$ cat src/sv/http_request_header_parser_unit_assert.svh
// ----------------------------------------------------------------------------
// HTTP request header parser assertion macros
// Shorthand for the concurrent checks at the end of the top level.
// ----------------------------------------------------------------------------
`ifndef HTTP_REQUEST_HEADER_PARSER_UNIT_ASSERT_SVH
`define HTTP_REQUEST_HEADER_PARSER_UNIT_ASSERT_SVH

// Same-cycle implication, disabled while reset is asserted.
`define HRP_ASSERT_IMPL(label, clk, rst_n, ante, cons) \
    label: assert property (@(posedge clk) disable iff (!rst_n) (ante) |-> (cons)) \
        else $error("hrp: same-cycle check failed");

// Next-cycle implication, disabled while reset is asserted.
`define HRP_ASSERT_NEXT(label, clk, rst_n, ante, cons) \
    label: assert property (@(posedge clk) disable iff (!rst_n) (ante) |=> (cons)) \
        else $error("hrp: next-cycle check failed");

`endif

$ cat src/sv/hrp_pkg.sv
// ----------------------------------------------------------------------------
// HTTP request header parser package
// Shared types, codes and queue sizing for the parser front and back.
// ----------------------------------------------------------------------------
package hrp_pkg;

    // Result queue between the front and the back.
    localparam int Q_DEPTH = 4;
    localparam int Q_PTR_W = $clog2(Q_DEPTH);
    localparam int Q_CNT_W = $clog2(Q_DEPTH + 1);

    // Input operation codes.
    localparam logic OP_DATA    = 1'b0;
    localparam logic OP_RESTART = 1'b1;

    // Special characters.
    localparam logic [7:0] CH_CR = 8'h0D;
    localparam logic [7:0] CH_LF = 8'h0A;
    localparam logic [7:0] CH_SP = 8'h20;

    // Method names matched on the fly.
    localparam logic [7:0] GET_TEXT  [3] = '{8'h47, 8'h45, 8'h54};
    localparam logic [7:0] HEAD_TEXT [4] = '{8'h48, 8'h45, 8'h41, 8'h44};

    // Field tags.
    localparam logic [2:0] FIELD_NONE    = 3'd0;
    localparam logic [2:0] FIELD_METHOD  = 3'd1;
    localparam logic [2:0] FIELD_PATH    = 3'd2;
    localparam logic [2:0] FIELD_VERSION = 3'd3;
    localparam logic [2:0] FIELD_HEADER  = 3'd4;

    // Event codes.
    localparam logic [1:0] EV_NONE      = 2'd0;
    localparam logic [1:0] EV_LINE_DONE = 2'd1;
    localparam logic [1:0] EV_BODY      = 2'd2;
    localparam logic [1:0] EV_READY     = 2'd3;

    // Method codes.
    localparam logic [1:0] MK_OTHER = 2'd0;
    localparam logic [1:0] MK_GET   = 2'd1;
    localparam logic [1:0] MK_HEAD  = 2'd2;

    // Error codes.
    localparam logic [2:0] ERR_OK           = 3'd0;
    localparam logic [2:0] ERR_NO_SP_METHOD = 3'd1;
    localparam logic [2:0] ERR_EMPTY_METHOD = 3'd2;
    localparam logic [2:0] ERR_NO_SP_PATH   = 3'd3;
    localparam logic [2:0] ERR_EMPTY_PATH   = 3'd4;
    localparam logic [2:0] ERR_EMPTY_VER    = 3'd5;
    localparam logic [2:0] ERR_BODY         = 3'd6;
    localparam logic [2:0] ERR_TRAILING     = 3'd7;

    typedef enum logic [2:0] {
        PH_METHOD  = 3'd0,
        PH_PATH    = 3'd1,
        PH_VERSION = 3'd2,
        PH_HEADER  = 3'd3,
        PH_BODY    = 3'd4,
        PH_READY   = 3'd5,
        PH_ERROR   = 3'd6
    } t_phase;

    typedef struct packed {
        logic [7:0] out_byte;
        logic [2:0] byte_field;
        logic       byte_valid;
        logic [1:0] event_kind;
        logic [1:0] method_kind;
        logic [2:0] error_code;
        logic       last_result;
    } t_result;

    // Write strobes from the front into the queue; push1 only with push0.
    typedef struct packed {
        logic push0;
        logic push1;
    } t_push;

    typedef struct packed {
        logic               can_accept;
        logic [Q_CNT_W-1:0] count;
    } t_q_status;

endpackage

$ cat src/sv/hrp_front.sv
// ----------------------------------------------------------------------------
// HTTP request header parser front
// Accepts bytes, tracks the parse state and builds up to two results per item.
// ----------------------------------------------------------------------------
module hrp_front import hrp_pkg::*; (
    input  logic       i_clk,
    input  logic       i_rst_n,
    input  logic       i_valid,
    input  logic       i_ready,
    input  logic       i_op,
    input  logic [7:0] i_in_byte,
    output t_push      o_push,
    output t_result    o_slot0,
    output t_result    o_slot1
);

    typedef struct packed {
        logic [2:0] pos;
        logic       gm;
        logic       hm;
    } t_meth;

    t_phase     r_phase, n_phase;
    logic       r_cr, n_cr;
    logic       r_fne, n_fne;
    logic [2:0] r_mpos, n_mpos;
    logic       r_gm, n_gm;
    logic       r_hm, n_hm;
    logic [2:0] r_err, n_err;

    logic       accept;
    logic       emit_a, emit_b;
    logic       done;
    t_result    res_a, res_b;
    t_meth      meth_a, meth_b;

    function automatic t_result make_result(input logic [7:0] b, input logic [2:0] fld,
                                            input logic vld, input logic [1:0] ev,
                                            input logic [1:0] mk, input logic [2:0] err);
        t_result r;
        r.out_byte    = b;
        r.byte_field  = fld;
        r.byte_valid  = vld;
        r.event_kind  = ev;
        r.method_kind = mk;
        r.error_code  = err;
        r.last_result = 1'b0;
        return r;
    endfunction

    // Advance the GET/HEAD match by one method byte; the position saturates at 7.
    function automatic t_meth meth_step(input t_meth m, input logic [7:0] b);
        t_meth r;
        r = m;
        if (m.pos < 3'd3) begin
            if (b != GET_TEXT[m.pos[1:0]]) r.gm = 1'b0;
        end else begin
            r.gm = 1'b0;
        end
        if (m.pos < 3'd4) begin
            if (b != HEAD_TEXT[m.pos[1:0]]) r.hm = 1'b0;
        end else begin
            r.hm = 1'b0;
        end
        if (m.pos != 3'd7) r.pos = m.pos + 3'd1;
        return r;
    endfunction

    function automatic logic [1:0] method_code(input logic [2:0] pos, input logic gm,
                                               input logic hm);
        logic [1:0] r;
        r = MK_OTHER;
        if (gm && pos == 3'd3) begin
            r = MK_GET;
        end else if (hm && pos == 3'd4) begin
            r = MK_HEAD;
        end
        return r;
    endfunction

    function automatic logic [2:0] field_tag(input t_phase ph);
        logic [2:0] r;
        unique case (ph)
            PH_METHOD:  r = FIELD_METHOD;
            PH_PATH:    r = FIELD_PATH;
            PH_VERSION: r = FIELD_VERSION;
            default:    r = FIELD_HEADER;
        endcase
        return r;
    endfunction

    assign accept = i_valid && i_ready;
    assign meth_a = meth_step('{pos: r_mpos, gm: r_gm, hm: r_hm}, CH_CR);

    always_comb begin
        n_phase = r_phase;
        n_cr    = r_cr;
        n_fne   = r_fne;
        n_mpos  = r_mpos;
        n_gm    = r_gm;
        n_hm    = r_hm;
        n_err   = r_err;
        emit_a  = 1'b0;
        emit_b  = 1'b0;
        done    = 1'b0;
        res_a   = '0;
        res_b   = '0;
        meth_b  = meth_step('{pos: r_mpos, gm: r_gm, hm: r_hm}, i_in_byte);
        if (accept) begin
            if (i_op == OP_RESTART) begin
                n_phase = PH_METHOD;
                n_cr    = 1'b0;
                n_fne   = 1'b0;
                n_mpos  = '0;
                n_gm    = 1'b1;
                n_hm    = 1'b1;
                n_err   = ERR_OK;
            end else begin
                unique case (r_phase)
                    PH_ERROR: begin
                        emit_b = 1'b1;
                        res_b  = make_result(i_in_byte, FIELD_NONE, 1'b0, EV_NONE,
                                             MK_OTHER, r_err);
                    end
                    PH_BODY: begin
                        n_err   = ERR_BODY;
                        n_phase = PH_ERROR;
                        n_cr    = 1'b0;
                        emit_b  = 1'b1;
                        res_b   = make_result(i_in_byte, FIELD_NONE, 1'b0, EV_NONE,
                                              MK_OTHER, ERR_BODY);
                    end
                    PH_METHOD, PH_PATH, PH_VERSION, PH_HEADER: begin
                        // A held CR is either the first half of a line end or a data byte.
                        if (r_cr) begin
                            n_cr = 1'b0;
                            if (i_in_byte == CH_LF) begin
                                done   = 1'b1;
                                emit_b = 1'b1;
                                if (r_phase == PH_METHOD || r_phase == PH_PATH) begin
                                    n_err   = (r_phase == PH_METHOD) ? ERR_NO_SP_METHOD
                                                                     : ERR_NO_SP_PATH;
                                    n_phase = PH_ERROR;
                                    res_b   = make_result(CH_LF, FIELD_NONE, 1'b0, EV_NONE,
                                                          MK_OTHER, n_err);
                                end else if (r_phase == PH_VERSION) begin
                                    if (!r_fne) begin
                                        n_err   = ERR_EMPTY_VER;
                                        n_phase = PH_ERROR;
                                        res_b   = make_result(CH_LF, FIELD_NONE, 1'b0,
                                                              EV_NONE, MK_OTHER, n_err);
                                    end else begin
                                        n_phase = PH_HEADER;
                                        n_fne   = 1'b0;
                                        res_b   = make_result(CH_LF, FIELD_NONE, 1'b0,
                                                              EV_LINE_DONE,
                                                              method_code(r_mpos, r_gm, r_hm),
                                                              r_err);
                                    end
                                end else if (r_fne) begin
                                    n_fne = 1'b0;
                                    res_b = make_result(CH_LF, FIELD_NONE, 1'b0, EV_NONE,
                                                        MK_OTHER, r_err);
                                end else if (method_code(r_mpos, r_gm, r_hm) != MK_OTHER) begin
                                    n_phase = PH_READY;
                                    res_b   = make_result(CH_LF, FIELD_NONE, 1'b0, EV_READY,
                                                          MK_OTHER, r_err);
                                end else begin
                                    n_phase = PH_BODY;
                                    res_b   = make_result(CH_LF, FIELD_NONE, 1'b0, EV_BODY,
                                                          MK_OTHER, r_err);
                                end
                            end else begin
                                emit_a = 1'b1;
                                n_fne  = 1'b1;
                                if (r_phase == PH_METHOD) begin
                                    n_mpos = meth_a.pos;
                                    n_gm   = meth_a.gm;
                                    n_hm   = meth_a.hm;
                                end
                                res_a = make_result(CH_CR, field_tag(r_phase), 1'b1,
                                                    EV_NONE, MK_OTHER, r_err);
                            end
                        end
                        if (!done) begin
                            // The method state after the CR byte, if any, feeds this byte.
                            meth_b = meth_step('{pos: n_mpos, gm: n_gm, hm: n_hm}, i_in_byte);
                            if (i_in_byte == CH_CR) begin
                                n_cr = 1'b1;
                            end else if (i_in_byte == CH_SP &&
                                         (r_phase == PH_METHOD || r_phase == PH_PATH)) begin
                                emit_b = 1'b1;
                                if (!n_fne) begin
                                    n_err   = (r_phase == PH_METHOD) ? ERR_EMPTY_METHOD
                                                                     : ERR_EMPTY_PATH;
                                    n_phase = PH_ERROR;
                                    n_cr    = 1'b0;
                                    res_b   = make_result(i_in_byte, FIELD_NONE, 1'b0,
                                                          EV_NONE, MK_OTHER, n_err);
                                end else begin
                                    n_phase = (r_phase == PH_METHOD) ? PH_PATH : PH_VERSION;
                                    n_fne   = 1'b0;
                                    res_b   = make_result(i_in_byte, FIELD_NONE, 1'b0,
                                                          EV_NONE, MK_OTHER, r_err);
                                end
                            end else begin
                                emit_b = 1'b1;
                                n_fne  = 1'b1;
                                if (r_phase == PH_METHOD) begin
                                    n_mpos = meth_b.pos;
                                    n_gm   = meth_b.gm;
                                    n_hm   = meth_b.hm;
                                end
                                res_b = make_result(i_in_byte, field_tag(r_phase), 1'b1,
                                                    EV_NONE, MK_OTHER, r_err);
                            end
                        end
                    end
                    default: begin
                        // Ready phase and the unused phase code: any byte is trailing data.
                        n_err   = ERR_TRAILING;
                        n_phase = PH_ERROR;
                        n_cr    = 1'b0;
                        emit_b  = 1'b1;
                        res_b   = make_result(i_in_byte, FIELD_NONE, 1'b0, EV_NONE,
                                              MK_OTHER, ERR_TRAILING);
                    end
                endcase
            end
        end
        res_a.last_result = !emit_b;
        res_b.last_result = 1'b1;
    end

    assign o_push.push0 = emit_a || emit_b;
    assign o_push.push1 = emit_a && emit_b;
    assign o_slot0      = emit_a ? res_a : res_b;
    assign o_slot1      = res_b;

    always_ff @(posedge i_clk) begin
        if (!i_rst_n) begin
            r_phase <= PH_METHOD;
            r_cr    <= 1'b0;
            r_fne   <= 1'b0;
            r_mpos  <= '0;
            r_gm    <= 1'b1;
            r_hm    <= 1'b1;
            r_err   <= ERR_OK;
        end else begin
            r_phase <= n_phase;
            r_cr    <= n_cr;
            r_fne   <= n_fne;
            r_mpos  <= n_mpos;
            r_gm    <= n_gm;
            r_hm    <= n_hm;
            r_err   <= n_err;
        end
    end

endmodule

$ cat src/sv/hrp_back.sv
// ----------------------------------------------------------------------------
// HTTP request header parser back
// Result queue with two write slots and an output register toward the sink.
// ----------------------------------------------------------------------------
module hrp_back import hrp_pkg::*; (
    input  logic      i_clk,
    input  logic      i_rst_n,
    input  t_push     i_push,
    input  t_result   i_slot0,
    input  t_result   i_slot1,
    output t_q_status o_status,
    output t_result   o_result,
    output logic      o_valid,
    input  logic      i_ready
);

    t_result              r_mem [Q_DEPTH];
    logic [Q_PTR_W-1:0]   r_wr_ptr, n_wr_ptr;
    logic [Q_PTR_W-1:0]   r_rd_ptr, n_rd_ptr;
    logic [Q_CNT_W-1:0]   r_count, n_count;
    logic                 r_out_valid, n_out_valid;
    t_result              r_out;
    logic                 pop;
    logic [Q_PTR_W-1:0]   wr_ptr_1;

    assign pop      = (r_count != '0) && (!r_out_valid || i_ready);
    assign wr_ptr_1 = r_wr_ptr + Q_PTR_W'(1);

    always_comb begin
        n_wr_ptr = r_wr_ptr + Q_PTR_W'(i_push.push0) + Q_PTR_W'(i_push.push1);
        n_rd_ptr = r_rd_ptr + Q_PTR_W'(pop);
        n_count  = r_count + Q_CNT_W'(i_push.push0) + Q_CNT_W'(i_push.push1)
                   - Q_CNT_W'(pop);
        if (pop) begin
            n_out_valid = 1'b1;
        end else if (i_ready) begin
            n_out_valid = 1'b0;
        end else begin
            n_out_valid = r_out_valid;
        end
    end

    always_ff @(posedge i_clk) begin
        if (!i_rst_n) begin
            r_wr_ptr    <= '0;
            r_rd_ptr    <= '0;
            r_count     <= '0;
            r_out_valid <= 1'b0;
        end else begin
            r_wr_ptr    <= n_wr_ptr;
            r_rd_ptr    <= n_rd_ptr;
            r_count     <= n_count;
            r_out_valid <= n_out_valid;
        end
    end

    always_ff @(posedge i_clk) begin
        if (i_push.push0) r_mem[r_wr_ptr] <= i_slot0;
        if (i_push.push1) r_mem[wr_ptr_1] <= i_slot1;
        if (pop) r_out <= r_mem[r_rd_ptr];
    end

    // Room for the worst case of two results from the next item.
    assign o_status.can_accept = (r_count <= Q_CNT_W'(Q_DEPTH - 2));
    assign o_status.count      = r_count;
    assign o_result            = r_out;
    assign o_valid             = r_out_valid;

endmodule

$ cat src/sv/http_request_header_parser_unit.sv
// The first result of an item enters the queue at the edge that accepts it, then moves to the output register.
// Throughput: one byte per cycle while input ready is high; the front updates the parse state in the accepting cycle.
// A CR followed by a byte other than LF or CR yields two results, which leave the output one at a time.
// The four-entry result queue sets the stall point: input ready drops when under two are free.
// Reset: synchronous, active low; it clears the parse state, the queue pointers and count, and the output valid flag.
// ----------------------------------------------------------------------------
// HTTP request header parser unit
// Byte-serial request line and header parser with field tags and event codes.
// ----------------------------------------------------------------------------
`include "http_request_header_parser_unit_assert.svh"

module http_request_header_parser_unit import hrp_pkg::*; (
    input  logic       i_clk,
    input  logic       i_rst_n,
    input  logic       i_in_valid,
    output logic       o_in_ready,
    input  logic       i_op,
    input  logic [7:0] i_in_byte,
    output logic       o_out_valid,
    input  logic       i_out_ready,
    output logic [7:0] o_out_byte,
    output logic [2:0] o_byte_field,
    output logic       o_byte_valid,
    output logic [1:0] o_event_kind,
    output logic [1:0] o_method_kind,
    output logic [2:0] o_error_code,
    output logic       o_last_result
);

    t_push     push;
    t_result   slot0, slot1;
    t_result   result;
    t_q_status q_status;

    hrp_front u_front (
        .i_clk     (i_clk),
        .i_rst_n   (i_rst_n),
        .i_valid   (i_in_valid),
        .i_ready   (q_status.can_accept),
        .i_op      (i_op),
        .i_in_byte (i_in_byte),
        .o_push    (push),
        .o_slot0   (slot0),
        .o_slot1   (slot1)
    );

    hrp_back u_back (
        .i_clk    (i_clk),
        .i_rst_n  (i_rst_n),
        .i_push   (push),
        .i_slot0  (slot0),
        .i_slot1  (slot1),
        .o_status (q_status),
        .o_result (result),
        .o_valid  (o_out_valid),
        .i_ready  (i_out_ready)
    );

    assign o_in_ready    = q_status.can_accept;
    assign o_out_byte    = result.out_byte;
    assign o_byte_field  = result.byte_field;
    assign o_byte_valid  = result.byte_valid;
    assign o_event_kind  = result.event_kind;
    assign o_method_kind = result.method_kind;
    assign o_error_code  = result.error_code;
    assign o_last_result = result.last_result;

    // The queue never holds more than its depth.
    `HRP_ASSERT_IMPL(a_queue_bound, i_clk, i_rst_n, 1'b1, q_status.count <= Q_CNT_W'(Q_DEPTH))

    // A method code comes only with the request line event.
    `HRP_ASSERT_IMPL(a_method_with_event, i_clk, i_rst_n, o_out_valid && o_method_kind != MK_OTHER, o_event_kind == EV_LINE_DONE)

    // An error result never carries a field byte or an event.
    `HRP_ASSERT_IMPL(a_error_quiet, i_clk, i_rst_n, o_out_valid && o_error_code != ERR_OK, !o_byte_valid && o_event_kind == EV_NONE)

    // With nothing queued, nothing accepted and the output taken, the output goes empty.
    `HRP_ASSERT_NEXT(a_drain, i_clk, i_rst_n, q_status.count == '0 && !(i_in_valid && o_in_ready) && (!o_out_valid || i_out_ready), !o_out_valid)

endmodule
$ cat config.mk
export PLATFORM = sky130hd
export DESIGN_NAME = http_request_header_parser_unit
export DESIGN_NICKNAME = d
export VERILOG_FILES = /design/src/sv/hrp_pkg.sv /design/src/sv/hrp_front.sv /design/src/sv/hrp_back.sv /design/src/sv/http_request_header_parser_unit.sv
export VERILOG_INCLUDE_DIRS = /design/src /design/src/sv
export SDC_FILE = /design/constraint.sdc
export NUM_CORES = 1
export LEC_CHECK = 0
export BUFFER_PORTS_ARGS = -buffer_cell sky130_fd_sc_hd__buf_2
export CELL_PAD_IN_SITES_DETAIL_PLACEMENT = 1
export CELL_PAD_IN_SITES_GLOBAL_PLACEMENT = 1
export CORE_MARGIN = 1.5
export CORE_UTILIZATION = 49
export CTS_CLUSTER_SIZE = 8
export DETAILED_ROUTE_END_ITERATION = 16
export PLACE_DENSITY = 0.78
export SLEW_MARGIN = 20
export SYNTH_ARGS = -nofsm -noshare
export SYNTH_HDL_FRONTEND = slang
export SYNTH_SLANG_ARGS = --single-unit
$ cat constraint.sdc
create_clock -name i_clk -period 3.9 [get_ports i_clk]
set_input_delay 0.78 -clock i_clk [delete_from_list [all_inputs] [get_ports i_clk]]
set_output_delay 0.78 -clock i_clk [all_outputs]
set_load 0.01 [all_outputs]
==> impl_results.md <==
- Yosys top cell area share: 46.33%
- Critical Path Sink Type: flop
- Synth async-reset ratio: 0%
- Die width: 115.7 um
- Mean post-synth cell area: 11.29 um^2
- Initial antenna violation count: 0
- Die Area: 13380 um^2
- Gate Count Post-Synth: 551
- Pwr per Cell Area: 622.1 nW/um^2
- Outcome: finished, final reports clean
- Worst setup margin: 815.3 ps
- WHS Path Cells: 2
- Post-synth EDFFs: 96
- First-pass GRT wire length: 29120 um
- Post-CTS sizing: 0
- Core box area: 12210 um^2
- DP Area: 6583 um^2
- Fin util: 59.02%
- Area of the multi-input gates: 2594 um^2
- CP required: 4250 ps
- Final wirelength: 18410 um
- Register bit total from synthesis: 121
- ANT nets after route: 0
- Register area: 3383 um^2
- Initial core utilization: 50.95%
- Critical Path Source Type: input pin
- Synth cell count leaders: edfxtp_1, nor2_1, a21oi_1
- CTS root buf: clkbuf_16
- Hold Crit Start: u_front.r_gm$_SDFFE_PN1P_
- Detailed Route Iter0 Violations: 479
- Worst Hold Margin: 484.3 ps
- Worst-Margin Slew: 1146 ps
- Clock skew: 12.56 ps
- R2R Setup Slk: 970 ps
- Slew HR: 23.50%
- Hold Buf Count CTS: 0
- RR Startpoint: u_front.r_phase[1]$_SDFFE_PN0P_
- Unique masters post-synth: 75
- Tot Pwr: 4.483 mW
- Post-place setup slack: 397.6 ps
- Vias in the first global route: 5128
- DRC Markers: 0
- Sum of negative setup slack: 0 ps
- Filler cells: 1296
- Wire per inst: 23.94 um
- Antenna Cells: 0
- Crit-path max FO: 7
- Global route overflow: 0
- Floorplan row count: 40
- Die H: 115.7 um
- Fin crit share: 79.09%
- Post-synth top flop: edfxtp_1
- Port Buf Inserts: 34
- Largest cells by area after synthesis: edfxtp_1, dfxtp_1, mux4_2, nor2_1, a21oi_1
- Final Max Tran Viols: 0
- Pin count of the biggest net entering global routing: 36
- Final setup viols: 0
- Count leader, synth: edfxtp_1
- GR Util All Layers: 29.59%
- Netlist Area Pre-Place: 6222 um^2
- CP startpoint: i_in_byte[7]
- Crit Path Class: input pin to flop
- Hold-critical path endpoint: u_front.r_gm$_SDFFE_PN1P_
- P_leak: 2.476 nW
- Clock Sinks: 121
- Placed cell count: 737
- Finished Cell Area: 7207 um^2
- Worst vdd rail ir drop: 0.0002446 V
- Worst reg2reg path endpoint: u_front.r_mpos[0]$_SDFFE_PN0P_
- RePlAce Congestion: 0.9322
- Tmin final: 3085 ps
- H-tree depth: 4
- RSZ-0062 raised after global routing: false
- Post-route insts no fill: 769
- I/O Pins: 35
- Pre-antenna DRT Iters: 5
- Clk_lat worst skew: 430 ps
- Final Hold Viols: 0
- Worst path arrival time: 3430 ps
- Fmax: 0.3242 GHz
- Postcts setup bufs: 0
- Vias/cell: 6.419
- Clock transition at path regs: 50 ps
- Yosys warnings: 0
- Via Count: 4936
- TritonCTS clock tree: built
- Max clock buf depth: 2
- Area delta synth->final: 15.83%
- CTS buffer count: 17
- R2R depth: 11
- HPWL after DPL: 11550 um
- Cell accounting for the most synthesized area: edfxtp_1
- Share of cells above drive strength 1: 19.97%
- Register area share after synthesis: 54.37%
- Max_cap viols: 0
- Nets: 610
- Net count after synthesis: 573
- Worst hold path class: flop to flop
[final cells by class]
cell class | count | share of cell area [%]
inverter | 20 | 1.042
multi-input combinational | 374 | 35.99
clock inverter | 7 | 1.927
timing repair buffer | 54 | 4.444
clock buffer | 25 | 6.736
sequential | 121 | 46.94
tap | 168 | 2.917
[placed cells by master, fill, tap and decap left out, drive strengths merged, types with 3 or more instances in the layout]
cell type	Yosys	layout
nand4b	3	3
nor2b	10	10
a22o	3	3
o22ai	16	16
o21ai	27	27
nand3	13	13
nor3b	3	3
a22oi	3	3
a211oi	5	5
clkbuf	16	25
edfxtp	96	96
buf	20	54
inv	20	21
dfxtp	25	25
fa	3	3
nor4	4	4
o221ai	3	3
o211ai	8	8
or4	3	3
o31ai	4	4
mux4	20	20
and2	7	7
bufinv	0	4
nor3	12	12
or2	4	4
o21a	4	4
ha	6	6
xnor2	5	5
nand2b	4	4
a21oi	44	44
nor2	75	75
o22a	4	4
a31oi	8	8
nand2	40	40
[cells by family (layout without fill, tap and decap cells)]
| family | Yosys count | count (layout) | synth area share (%) |
|---|---|---|---|
| AO/OA/AOI/OAI | 147 | 147 | 15.73 |
| XOR/XNOR | 6 | 6 | 0.8446 |
| adder cells (fa/ha/maj) | 9 | 9 | 2.172 |
| buffers and inverters | 56 | 106 | 4.002 |
| flip-flops | 121 | 121 | 54.37 |
| multiplexers | 24 | 24 | 7.983 |
| AND/OR/NAND/NOR | 188 | 188 | 14.90 |
[routing by layer]
layer  wire length, um  up-vias  track usage (%)
met4               578        0            11.87
met3              1410       52            7.531
met2              9191      272            48.72
met5                 0        -                0
met1              7226     2457            37.69
li1                  -     2155                -
[report_power, final]
| group | switching [mW] | internal, mW |
|---|---|---|
| sequential | 0.142 | 1.64 |
| clock | 0.565 | 1.12 |
| combinational | 0.590 | 0.427 |
[sequential cells by signal, summed over array words and instances (netlist names), 2 cells and up]
register	flops
u_back.r_count	3
u_back.r_rd_ptr	2
u_front.r_err	3
u_back.r_wr_ptr	2
u_front.r_mpos	3
u_front.r_phase	3
u_back.o_result	20
u_back.r_mem	80
[how the worst max path moves through the flow]
stage,slack (ps),to
final,820,u_front.r_mpos[0]$_SDFFE_PN0P_
after global routing,660,u_front.r_mpos[0]$_SDFFE_PN0P_
after CTS,830,u_front.r_mpos[0]$_SDFFE_PN0P_
after detailed placement,400,u_front.r_mpos[0]$_SDFFE_PN0P_
after global placement,540,u_back.r_count[2]$_SDFF_PN0_
after floorplan,300,u_back.r_count[2]$_SDFF_PN0_
[critical path, cell delays in order]
cell       delay [ps]
buf_2             140
or4_4             620
o2111ai_4         340
mux2_2            390
ha_1              290
nor2_1            190
nor2b_1            70
o21ai_0            80
o221ai_1          180
o21a_1            210
a31oi_1           130
Power figures use the tool's default switching activity.
